===== config.mk =====
export PLATFORM = sky130hd
export DESIGN_NAME = two_level_feedback_scheduler
export DESIGN_NICKNAME = d
export VERILOG_FILES = /design/src/hdl/tfs_pkg.sv /design/src/hdl/tfs_ram.sv /design/src/hdl/two_level_feedback_scheduler.sv
export SDC_FILE = /design/constraint.sdc
export NUM_CORES = 2
export LEC_CHECK = 0
export BUFFER_PORTS_ARGS = -buffer_cell sky130_fd_sc_hd__buf_4
export CORE_ASPECT_RATIO = 0.7
export CORE_MARGIN = 3
export CORE_UTILIZATION = 25
export CTS_CLUSTER_DIAMETER = 40
export DETAILED_ROUTE_END_ITERATION = 8
export GPL_ROUTABILITY_DRIVEN = 0
export HOLD_SLACK_MARGIN = 0.12
export PLACE_DENSITY = 0.48
export SYNTH_ARGS = -nofsm -noshare
export SYNTH_HDL_FRONTEND = slang
export SYNTH_HIERARCHICAL = 1
export SYNTH_SLANG_ARGS = --single-unit

===== constraint.sdc =====
create_clock -name clk -period 9.85 [get_ports clk]
set_input_delay 1.97 -clock clk [delete_from_list [all_inputs] [get_ports clk]]
set_output_delay 1.97 -clock clk [all_outputs]
set_load 0.02 [all_outputs]

===== src/hdl/tfs_pkg.sv =====
// ----------------------------------------------------------------------------
// tfs_pkg
// Shared types and codes of the two-level feedback scheduler: beat payloads,
// process table entry, outcome, command, queue and register codes.
// ----------------------------------------------------------------------------
package tfs_pkg;

	typedef struct packed {
		logic        command;
		logic [15:0] proc_id;
		logic [15:0] arrival_time;
		logic [15:0] service_time;
		logic [1:0]  io_kind;
		logic [15:0] io_at;
	} in_t;

	typedef struct packed {
		logic [2:0]  outcome;
		logic [15:0] run_id;
		logic [7:0]  ticks_used;
		logic [31:0] clock_now;
		logic [4:0]  finished_total;
	} out_t;

	typedef struct packed {
		logic [15:0] pid;
		logic [15:0] arrival;
		logic [15:0] service;
		logic [15:0] executed;
		logic [1:0]  io_kind;
		logic [15:0] io_at;
		logic [15:0] io_left;
	} entry_t;

	localparam logic CMD_ADMIT = 1'b0;
	localparam logic CMD_ROUND = 1'b1;

	localparam logic [2:0] OUT_ADMITTED  = 3'd0;
	localparam logic [2:0] OUT_IDLE      = 3'd1;
	localparam logic [2:0] OUT_FINISHED  = 3'd2;
	localparam logic [2:0] OUT_IO        = 3'd3;
	localparam logic [2:0] OUT_PREEMPTED = 3'd4;
	localparam logic [2:0] OUT_ALL_DONE  = 3'd5;
	localparam logic [2:0] OUT_FULL      = 3'd6;

	localparam logic [2:0] Q_HIGH    = 3'd0;
	localparam logic [2:0] Q_LOW     = 3'd1;
	localparam logic [2:0] Q_DISK    = 3'd2;
	localparam logic [2:0] Q_TAPE    = 3'd3;
	localparam logic [2:0] Q_PRINTER = 3'd4;
	localparam int NUM_QUEUES = 5;

	localparam logic [1:0] IO_NONE    = 2'd0;
	localparam logic [1:0] IO_DISK    = 2'd1;
	localparam logic [1:0] IO_TAPE    = 2'd2;
	localparam logic [1:0] IO_PRINTER = 2'd3;

	localparam logic [2:0] REG_PROCESS_COUNT = 3'd0;
	localparam logic [2:0] REG_QUANTUM       = 3'd1;
	localparam logic [2:0] REG_DISK_DUR      = 3'd2;
	localparam logic [2:0] REG_TAPE_DUR      = 3'd3;
	localparam logic [2:0] REG_PRINTER_DUR   = 3'd4;

endpackage


===== src/hdl/tfs_ram.sv =====
// ----------------------------------------------------------------------------
// tfs_ram
// Simple dual-port synchronous memory, one write and one registered read.
// ----------------------------------------------------------------------------
module tfs_ram #(
	parameter int DEPTH = 16,
	parameter int AW = 4,
	parameter int W = 8
) (
	input  logic          clk,
	input  logic          we,
	input  logic [AW-1:0] waddr,
	input  logic [W-1:0]  wdata,
	input  logic [AW-1:0] raddr,
	output logic [W-1:0]  rdata
);

	logic [W-1:0] mem [DEPTH];

	always_ff @(posedge clk) begin
		if (we) begin
			mem[waddr] <= wdata;
		end
	end

	always_ff @(posedge clk) begin
		rdata <= mem[raddr];
	end

endmodule


===== src/hdl/two_level_feedback_scheduler.sv =====
// ----------------------------------------------------------------------------
// two_level_feedback_scheduler
// Admit writes the table entry unless the table is full and returns a result.
// Round: an arrival scan over the admitted slots, an aging pass over each I/O queue
// and its waiting entries, then a run of up to quantum ticks (one tick per cycle,
// preemption seen in the cycle after the last tick); one beat at a time.
// Reset: asynchronous, clears control state, counters, queues and arrived bits.
// ----------------------------------------------------------------------------
module two_level_feedback_scheduler #(
	parameter int MAX_PROCS = 16
) (
	input  logic             clk,
	input  logic             arst_n,
	input  logic             in_valid,
	output logic             in_ready,
	input  tfs_pkg::in_t     in_data,
	output logic             out_valid,
	input  logic             out_ready,
	output tfs_pkg::out_t    out_data,
	input  logic             cfg_we,
	input  logic [2:0]       cfg_index,
	input  logic [15:0]      cfg_data
);

	localparam int IW  = (MAX_PROCS > 1) ? $clog2(MAX_PROCS) : 1;
	localparam int CW  = $clog2(MAX_PROCS + 1);
	localparam int SW  = CW + 1;
	localparam int FW  = (CW > 5) ? CW : 5;
	localparam int QD  = tfs_pkg::NUM_QUEUES * MAX_PROCS;
	localparam int QAW = $clog2(QD);
	localparam int EW  = $bits(tfs_pkg::entry_t);

	localparam logic [3:0] S_IDLE    = 4'd0;
	localparam logic [3:0] S_SCAN_RD = 4'd1;
	localparam logic [3:0] S_SCAN_EV = 4'd2;
	localparam logic [3:0] S_AGE_ST  = 4'd3;
	localparam logic [3:0] S_AGE_RQ  = 4'd4;
	localparam logic [3:0] S_AGE_RT  = 4'd5;
	localparam logic [3:0] S_AGE_EV  = 4'd6;
	localparam logic [3:0] S_PICK    = 4'd7;
	localparam logic [3:0] S_PICK_RT = 4'd8;
	localparam logic [3:0] S_RUN_LD  = 4'd9;
	localparam logic [3:0] S_RUN     = 4'd10;
	localparam logic [3:0] S_WB      = 4'd11;
	localparam logic [3:0] S_DONE    = 4'd12;

	function automatic logic [QAW-1:0] qaddr(input logic [2:0] q, input logic [IW-1:0] idx);
		return QAW'(int'(q) * MAX_PROCS) + QAW'(idx);
	endfunction

	function automatic logic [IW-1:0] tail(input logic [IW-1:0] h, input logic [CW-1:0] c);
		logic [SW-1:0] s;
		s = SW'(h) + SW'(c);
		if (s >= SW'(MAX_PROCS)) begin
			s = s - SW'(MAX_PROCS);
		end
		return s[IW-1:0];
	endfunction

	function automatic logic [IW-1:0] inc_wrap(input logic [IW-1:0] h);
		return (h == IW'(MAX_PROCS - 1)) ? '0 : IW'(h + 1'b1);
	endfunction

	// configuration
	logic [4:0]  pcount_q;
	logic [7:0]  quantum_q;
	logic [15:0] disk_dur_q, tape_dur_q, prn_dur_q;

	// scheduler state
	logic [3:0]           state_q;
	logic [31:0]          clock_q;
	logic [CW-1:0]        fin_q;
	logic [CW-1:0]        adm_q;
	logic [MAX_PROCS-1:0] arrived_q;
	logic [IW-1:0]        head_q [tfs_pkg::NUM_QUEUES];
	logic [CW-1:0]        cnt_q  [tfs_pkg::NUM_QUEUES];

	logic [CW-1:0]  scan_q;
	logic [2:0]     aq_q;
	logic [CW-1:0]  an_q;
	logic [IW-1:0]  slot_q;
	tfs_pkg::entry_t ent_q;
	logic [7:0]     ticks_q;
	logic [2:0]     outc_q;
	logic [15:0]    rid_q;
	logic           push_pend_q;
	logic [2:0]     push_sel_q;

	logic out_valid_q;
	tfs_pkg::out_t out_q;

	// memory ports
	logic            t_we;
	logic [IW-1:0]   t_waddr, t_raddr;
	tfs_pkg::entry_t t_wdata, t_rd;
	logic [EW-1:0]   t_rdata;
	logic            q_we;
	logic [QAW-1:0]  q_waddr, q_raddr;
	logic [IW-1:0]   q_wdata, q_rdata;

	logic           push_en, pop_en;
	logic [2:0]     push_sel, pop_sel, rq_sel, pick_q;
	logic           acc, free_out, round_done;
	logic [15:0]    ex_n;
	tfs_pkg::entry_t age_n;
	logic           age_fin;

	assign t_rd       = tfs_pkg::entry_t'(t_rdata);
	assign acc        = in_valid && (state_q == S_IDLE);
	assign in_ready   = (state_q == S_IDLE);
	assign free_out   = !out_valid_q || out_ready;
	assign round_done = FW'(fin_q) >= FW'(pcount_q);
	assign pick_q     = (cnt_q[tfs_pkg::Q_HIGH] != '0) ? tfs_pkg::Q_HIGH : tfs_pkg::Q_LOW;
	assign ex_n       = ent_q.executed + 16'd1;
	assign age_fin    = (t_rd.io_left <= 16'd1);
	assign out_valid  = out_valid_q;
	assign out_data   = out_q;

	always_comb begin
		age_n = t_rd;
		if (age_fin) begin
			age_n.io_left = '0;
			age_n.io_kind = tfs_pkg::IO_NONE;
		end else begin
			age_n.io_left = t_rd.io_left - 16'd1;
		end
	end

	always_comb begin
		t_we     = 1'b0;
		t_waddr  = slot_q;
		t_wdata  = ent_q;
		t_raddr  = scan_q[IW-1:0];
		push_en  = 1'b0;
		push_sel = tfs_pkg::Q_HIGH;
		q_wdata  = slot_q;
		pop_en   = 1'b0;
		pop_sel  = aq_q;
		rq_sel   = aq_q;
		unique case (state_q)
			S_IDLE: begin
				t_waddr = adm_q[IW-1:0];
				t_wdata.pid      = in_data.proc_id;
				t_wdata.arrival  = in_data.arrival_time;
				t_wdata.service  = in_data.service_time;
				t_wdata.executed = '0;
				t_wdata.io_kind  = in_data.io_kind;
				t_wdata.io_at    = in_data.io_at;
				t_wdata.io_left  = '0;
				t_we = acc && (in_data.command == tfs_pkg::CMD_ADMIT)
					&& (adm_q < CW'(MAX_PROCS));
			end
			S_SCAN_EV: begin
				q_wdata = scan_q[IW-1:0];
				push_en = !arrived_q[scan_q[IW-1:0]]
					&& ({16'd0, t_rd.arrival} <= clock_q);
			end
			S_AGE_RT: begin
				t_raddr = q_rdata;
			end
			S_AGE_EV: begin
				t_we     = 1'b1;
				t_wdata  = age_n;
				pop_en   = 1'b1;
				push_en  = 1'b1;
				push_sel = !age_fin ? aq_q
					: ((aq_q == tfs_pkg::Q_DISK) ? tfs_pkg::Q_LOW : tfs_pkg::Q_HIGH);
			end
			S_PICK: begin
				rq_sel  = pick_q;
				pop_sel = pick_q;
				pop_en  = (cnt_q[tfs_pkg::Q_HIGH] != '0) || (cnt_q[tfs_pkg::Q_LOW] != '0);
			end
			S_PICK_RT: begin
				t_raddr = q_rdata;
			end
			S_WB: begin
				t_we     = 1'b1;
				push_en  = push_pend_q;
				push_sel = push_sel_q;
			end
			default: begin
			end
		endcase
	end

	assign q_we    = push_en;
	assign q_waddr = qaddr(push_sel, tail(head_q[push_sel], cnt_q[push_sel]));
	assign q_raddr = qaddr(rq_sel, head_q[rq_sel]);

	tfs_ram #(.DEPTH(MAX_PROCS), .AW(IW), .W(EW)) u_table (
		.clk   (clk),
		.we    (t_we),
		.waddr (t_waddr),
		.wdata (EW'(t_wdata)),
		.raddr (t_raddr),
		.rdata (t_rdata)
	);

	tfs_ram #(.DEPTH(QD), .AW(QAW), .W(IW)) u_queues (
		.clk   (clk),
		.we    (q_we),
		.waddr (q_waddr),
		.wdata (q_wdata),
		.raddr (q_raddr),
		.rdata (q_rdata)
	);

	// queue heads and counts
	always_ff @(posedge clk or negedge arst_n) begin
		if (!arst_n) begin
			for (int g = 0; g < tfs_pkg::NUM_QUEUES; g++) begin
				head_q[g] <= '0;
				cnt_q[g]  <= '0;
			end
		end else begin
			for (int g = 0; g < tfs_pkg::NUM_QUEUES; g++) begin
				if (pop_en && pop_sel == 3'(g)) begin
					head_q[g] <= inc_wrap(head_q[g]);
				end
				if ((push_en && push_sel == 3'(g)) && !(pop_en && pop_sel == 3'(g))) begin
					cnt_q[g] <= cnt_q[g] + 1'b1;
				end else if (!(push_en && push_sel == 3'(g)) && (pop_en && pop_sel == 3'(g))) begin
					cnt_q[g] <= cnt_q[g] - 1'b1;
				end
			end
		end
	end

	// configuration registers
	always_ff @(posedge clk or negedge arst_n) begin
		if (!arst_n) begin
			pcount_q   <= 5'd0;
			quantum_q  <= 8'd2;
			disk_dur_q <= 16'd3;
			tape_dur_q <= 16'd5;
			prn_dur_q  <= 16'd7;
		end else if (cfg_we) begin
			unique case (cfg_index)
				tfs_pkg::REG_PROCESS_COUNT: pcount_q   <= cfg_data[4:0];
				tfs_pkg::REG_QUANTUM:       quantum_q  <= cfg_data[7:0];
				tfs_pkg::REG_DISK_DUR:      disk_dur_q <= cfg_data;
				tfs_pkg::REG_TAPE_DUR:      tape_dur_q <= cfg_data;
				tfs_pkg::REG_PRINTER_DUR:   prn_dur_q  <= cfg_data;
				default: begin
				end
			endcase
		end
	end

	// payload work registers
	always_ff @(posedge clk) begin
		unique case (state_q)
			S_IDLE: begin
				rid_q       <= '0;
				ticks_q     <= '0;
				scan_q      <= '0;
				aq_q        <= tfs_pkg::Q_DISK;
				push_pend_q <= 1'b0;
				if (in_data.command == tfs_pkg::CMD_ADMIT) begin
					outc_q <= (adm_q < CW'(MAX_PROCS)) ? tfs_pkg::OUT_ADMITTED
						: tfs_pkg::OUT_FULL;
				end else begin
					outc_q <= tfs_pkg::OUT_ALL_DONE;
				end
			end
			S_SCAN_EV: scan_q <= scan_q + 1'b1;
			S_AGE_ST: an_q <= cnt_q[aq_q];
			S_AGE_RT: slot_q <= q_rdata;
			S_AGE_EV: begin
				an_q <= an_q - 1'b1;
				if (an_q == CW'(1)) begin
					aq_q <= aq_q + 3'd1;
				end
			end
			S_PICK: outc_q <= tfs_pkg::OUT_IDLE;
			S_PICK_RT: slot_q <= q_rdata;
			S_RUN_LD: begin
				ent_q <= t_rd;
				rid_q <= t_rd.pid;
			end
			S_RUN: begin
				if (ticks_q < quantum_q) begin
					ent_q.executed <= ex_n;
					ticks_q <= ticks_q + 8'd1;
					if (ex_n >= ent_q.service) begin
						outc_q <= tfs_pkg::OUT_FINISHED;
					end else if (ent_q.io_kind != tfs_pkg::IO_NONE && ex_n == ent_q.io_at) begin
						outc_q      <= tfs_pkg::OUT_IO;
						push_pend_q <= 1'b1;
						push_sel_q  <= 3'(ent_q.io_kind) + 3'd1;
						case (ent_q.io_kind)
							tfs_pkg::IO_DISK: ent_q.io_left <= disk_dur_q;
							tfs_pkg::IO_TAPE: ent_q.io_left <= tape_dur_q;
							default:          ent_q.io_left <= prn_dur_q;
						endcase
					end
				end else begin
					outc_q      <= tfs_pkg::OUT_PREEMPTED;
					push_pend_q <= 1'b1;
					push_sel_q  <= tfs_pkg::Q_LOW;
				end
			end
			default: begin
			end
		endcase
		if (state_q == S_AGE_ST && cnt_q[aq_q] == '0) begin
			aq_q <= aq_q + 3'd1;
		end
		if (state_q == S_DONE && free_out) begin
			out_q.outcome        <= outc_q;
			out_q.run_id         <= rid_q;
			out_q.ticks_used     <= ticks_q;
			out_q.clock_now      <= clock_q;
			out_q.finished_total <= 5'(fin_q);
		end
	end

	// control state machine
	always_ff @(posedge clk or negedge arst_n) begin
		if (!arst_n) begin
			state_q     <= S_IDLE;
			clock_q     <= '0;
			fin_q       <= '0;
			adm_q       <= '0;
			arrived_q   <= '0;
			out_valid_q <= 1'b0;
		end else begin
			if (state_q == S_DONE && free_out) begin
				out_valid_q <= 1'b1;
			end else if (out_ready) begin
				out_valid_q <= 1'b0;
			end
			unique case (state_q)
				S_IDLE: begin
					if (acc) begin
						if (in_data.command == tfs_pkg::CMD_ADMIT) begin
							if (adm_q < CW'(MAX_PROCS)) begin
								adm_q <= adm_q + 1'b1;
								arrived_q[adm_q[IW-1:0]] <= 1'b0;
							end
							state_q <= S_DONE;
						end else if (round_done) begin
							state_q <= S_DONE;
						end else if (adm_q == '0) begin
							state_q <= S_AGE_ST;
						end else begin
							state_q <= S_SCAN_RD;
						end
					end
				end
				S_SCAN_RD: state_q <= S_SCAN_EV;
				S_SCAN_EV: begin
					if (push_en) begin
						arrived_q[scan_q[IW-1:0]] <= 1'b1;
					end
					state_q <= (scan_q + 1'b1 == adm_q) ? S_AGE_ST : S_SCAN_RD;
				end
				S_AGE_ST: begin
					if (cnt_q[aq_q] != '0) begin
						state_q <= S_AGE_RQ;
					end else if (aq_q == tfs_pkg::Q_PRINTER) begin
						state_q <= S_PICK;
					end
				end
				S_AGE_RQ: state_q <= S_AGE_RT;
				S_AGE_RT: state_q <= S_AGE_EV;
				S_AGE_EV: begin
					if (an_q != CW'(1)) begin
						state_q <= S_AGE_RQ;
					end else if (aq_q == tfs_pkg::Q_PRINTER) begin
						state_q <= S_PICK;
					end else begin
						state_q <= S_AGE_ST;
					end
				end
				S_PICK: begin
					if (pop_en) begin
						state_q <= S_PICK_RT;
					end else begin
						clock_q <= clock_q + 32'd1;
						state_q <= S_DONE;
					end
				end
				S_PICK_RT: state_q <= S_RUN_LD;
				S_RUN_LD:  state_q <= S_RUN;
				S_RUN: begin
					if (ticks_q < quantum_q) begin
						clock_q <= clock_q + 32'd1;
						if (ex_n >= ent_q.service) begin
							fin_q   <= fin_q + 1'b1;
							state_q <= S_WB;
						end else if (ent_q.io_kind != tfs_pkg::IO_NONE && ex_n == ent_q.io_at) begin
							state_q <= S_WB;
						end
					end else begin
						state_q <= S_WB;
					end
				end
				S_WB: state_q <= S_DONE;
				S_DONE: begin
					if (free_out) begin
						state_q <= S_IDLE;
					end
				end
				default: state_q <= S_IDLE;
			endcase
		end
	end

endmodule


==> results by group <==
Placement
  – Placed cell count: just over 10000
  – HPWL reported at the end of detailed placement: 152200 microns
  – IO buf count: around 160
  – Pre-CTS WS: roughly 3.9 ns

Timing
  – RSZ-0062 raised after global routing: no
  – Final hold violations: 0
  – Fmax: between 0.15 and 0.2 GHz
  – Fin Setup TNS: 0 ns
  – Tmin final: approximately 5.9 ns
  – Final worst slack: 3.969 ns
  – Final Skew: roughly 0.072 ns
  – Count of final max-slew check failures: 0
  – Slew headroom: 0.1444
  – Tightest Pin Transition: about 1.3 ns
  – Final setup vio count: 0
  – Final critical-path share of the clock period: 0.5971

Power and ir drop
  – P_sw: roughly 12000 uW
  – Power Internal: around 26000 uW
  – Clock power share: 0.356
  – Total power: around 39000 uW
  – Power Dens Cells: ~340 nW/um^2
  – Leak pwr: between 0.03 and 0.04 uW
  – Max VDD drop: 0.4385 mV
  – Reg power frac: 0.368
  – Switch share: 0.3232
  – Comb power frac: 0.276

Worst setup path
  – Reg2reg setup slack: just under 4 ns
  – FF-to-FF path depth: 14
  – Largest stage delay, worst path: between 0.7 and 0.8 ns
  – Reg2reg end: u_queues/mem[10][3]
  – Critical path endpoint: u_queues/mem[10][3]
  – CP startpoint kind: flip-flop
  – Start point of the critical path: state_q[1]
  – Launch point of the worst reg-to-reg path: state_q[1]
  – CP Depth: 14
  – CP endpoint kind: flip-flop
  – CP top delay family: simple AND/OR/NAND/NOR gates
  – Critical path class: flip-flop to flip-flop
  – Crit path DAT: 6.47 ns
  – WP buf/inv: 0
  – Critical-path top delay cell: xor2_1
  – Critical Path RT: ~10 ns
  – Crit Path Max Fanout: 19
  – CP Cell Sequence: and4bb_4 > nand2_1 > o211ai_4 > mux2_2 > o21ai_0 > o21ai_0 > ha_1 > a21o_1 > a21oi_1 > xnor2_1 > xor2_1 > nor2b_1 > nand2_1 > nor2_1

Synthesis
  – Yosys cell types: 96
  – EDFF count, synth: 2098
  – Async S/R FF share, synth: 0.07134
  – Mean area per synthesized cell: ~19 sq um
  – Cells after synthesis: between 5000 and 6000
  – Top-area cell type share of the netlist area: 0.6712
  – Prevailing post-synth register cell: edfxtp_1
  – Yosys top cell by area: edfxtp_1
  – Synth Warn #: 6
  – Seq/Total Area, Yosys: 0.7381
  – Synth Cell Area: approximately 94000 sq um
  – Top post-synthesis cells by area: edfxtp_1 67%, mux4_2 11%, dfrtp_1 4.3%, dfxtp_1 2.2%, a22oi_1 2.1%
  – Synthesized flop and latch total: ~2400
  – Syn_nets: between 5000 and 6000

Global route
  – Total congestion overflow: 0
  – Pin count of the biggest net entering global routing: 130
  – Vias in the first global route: 51580
  – Global-route usage over all layers: 0.1329
  – First-pass GRT wire length: roughly 380000 microns
  – Initial antenna violation count: 22

Routing
  – Number of DRC markers in iteration 0: around 4000
  – Total Wirelength: 259900 microns
  – Vias per cell: 4.601
  – Drt wl/cell: 24.08 microns
  – Routed via count: just under 50000
  – DRC Markers: 0
  – Pre-antenna DRT Iters: 5
  – Routed Antenna Nets: 0

Floorplanning
  – Starting density of the core: 0.2521
  – Die Ht: around 520 microns
  – Core area: between 300000 and 400000 sq um
  – Die X-Extent: between 700 and 800 microns
  – Io pins: 157
  – Row cnt: between 150 and 200
  – Die area: 382900 sq um

Clocking
  – CTS Buf Count: roughly 400
  – CTS clk-pin slew, worst paths: roughly 0.060 ns
  – Hold_buf cts: 0
  – Worst-skew pair later-pin latency: between 0.9 and 1 ns
  – H-tree depth: 5
  – CTS tree: yes
  – Root buffer cell: clkbuf_16
  – Setup Buffers After CTS: 0
  – Clock Tree Buf Depth: 4
  – Post-CTS Resized: 0
  – Clk sinks: between 2000 and 2500

Final layout
  – Fill count: 35956
  – Share of layout cells above drive strength 1: 0.2687
  – FF/Latch Area: roughly 69000 sq um
  – Layout Nets: 5640
  – Synthesis-to-layout area growth: 22.33%
  – Multi-input logic area: roughly 23000 sq um
  – Final core utilization: 0.3084
  – Finished Layout Cells: ~11000

Run
  – Max-cap violation count: 0

Worst hold path
  – Hold crit path type: flip-flop to flip-flop

Run status
  – Status: finished clean
[state kept, by name, summed over array words and instances, names as in the netlist, 20 cells and up]
| name | cells |
|---|---|
| head_q | 20 |
| u_table/rdata | 98 |
| out_data | 64 |
| u_queues/mem | 320 |
| ent_q | 98 |
| clock_q | 32 |
| u_table/mem | 1568 |
| cnt_q | 25 |
[area by class of cell]
| cell class | count | share of cell area |
|---|---|---|
| Multi-Input combinational cell | 2314 | 0.2029 |
| Inverter | 104 | 0.003422 |
| Clock buffer | 443 | 0.08948 |
| Tap cell | 5008 | 0.05457 |
| Clock inverter | 281 | 0.02750 |
| Sequential cell | 2369 | 0.6034 |
| Antenna cell | 14 | 0.0003051 |
| Timing Repair Buffer | 261 | 0.01843 |
[cell families (layout without fill, tap and decap cells)]
group                      after synthesis  in the layout  share of synthesized area
and+or+nand+nor                        894            894                    0.04386
adders and majority gates              101            101                    0.01394
buffers and inverters                  361           1089                    0.01726
xor gates and xnor gates               128            128                    0.01225
DFF                                   2369           2369                     0.7381
other                                    0             14                          0
muxes                                  588            588                     0.1285
AOI/OAI and AO/OA                      603            603                    0.04607
[power by group through the flow]
stage | Combinational (uW) | Sequential, uW | Clock (uW)
6_report | 10700 | 14200 | 13800
2_1_floorplan | 7100 | 14100 | 0
4_1_cts | 10900 | 14200 | 14100
5_1_grt | 11600 | 14300 | 14500
3_5_place_dp | 10800 | 14400 | 0
3_3_place_gp | 10700 | 14400 | 0
[how the worst min path moves through the flow]
stage                            startpoint  slack, ns  cells past startpoint           end
final                     u_table/rdata[21]       0.39                      0     ent_q[21]
after global routing      u_table/rdata[21]       0.40                      0     ent_q[21]
after CTS                 u_table/rdata[21]       0.39                      0     ent_q[21]
after detailed placement           rid_q[3]       0.41                      0  out_data[48]
after global placement            rid_q[11]       0.40                      0  out_data[56]
after floorplan                    rid_q[0]       0.40                      0  out_data[45]
[cell usage after synthesis, types with 12 or more instances]
library cell / number
buf_2: 37
mux4_2: 475
nand3_1: 50
a221oi_1: 24
buf_4: 44
nor3_1: 61
a21o_1: 33
dfxtp_1: 102
a221o_1: 17
inv_1: 100
mux2_2: 73
a22o_1: 24
and2_1: 24
xnor2_1: 78
buf_1: 27
nand4_1: 27
clkbuf_1: 141
nand2_1: 393
o31ai_1: 23
xor2_1: 48
ha_1: 95
nor4_1: 12
edfxtp_1: 2098
nand2b_1: 21
nor2b_1: 19
dfrtp_1: 161
mux2i_1: 30
a22oi_1: 263
o21ai_0: 92
a21oi_1: 53
nor2_1: 210
[stage by stage]
stage | hold slack [ns] | cell area [sq um]
floorplan | 0.4003 | 93880
global placement | 0.4003 | 101300
detailed placement | 0.4066 | 101400
CTS | 0.3914 | 114800
global route | 0.4031 | 114800
finish | 0.3935 | 114800
[layout by cell type (no fill, tap or decap), drive strengths merged, types with 74 or more instances in the layout]
cell type	count
inv	178
dfxtp	102
mux2	74
nor2	211
o21ai	95
edfxtp	2098
xnor2	78
dfrtp	161
clkinv	118
nand2	393
clkbuf	444
ha	95
mux4	483
a22oi	263
buf	260
[per-layer routing]
metal | track usage | up-vias | part of all wire
li1 | - | 21287 | -
met4 | 0.03692 | 12 | 0.024
met3 | 0.02675 | 407 | 0.057
met2 | 0.2025 | 1445 | 0.45
met5 | 0 | - | 0.00030
met1 | 0.1918 | 26511 | 0.47
Power figures use the tool's default switching activity.
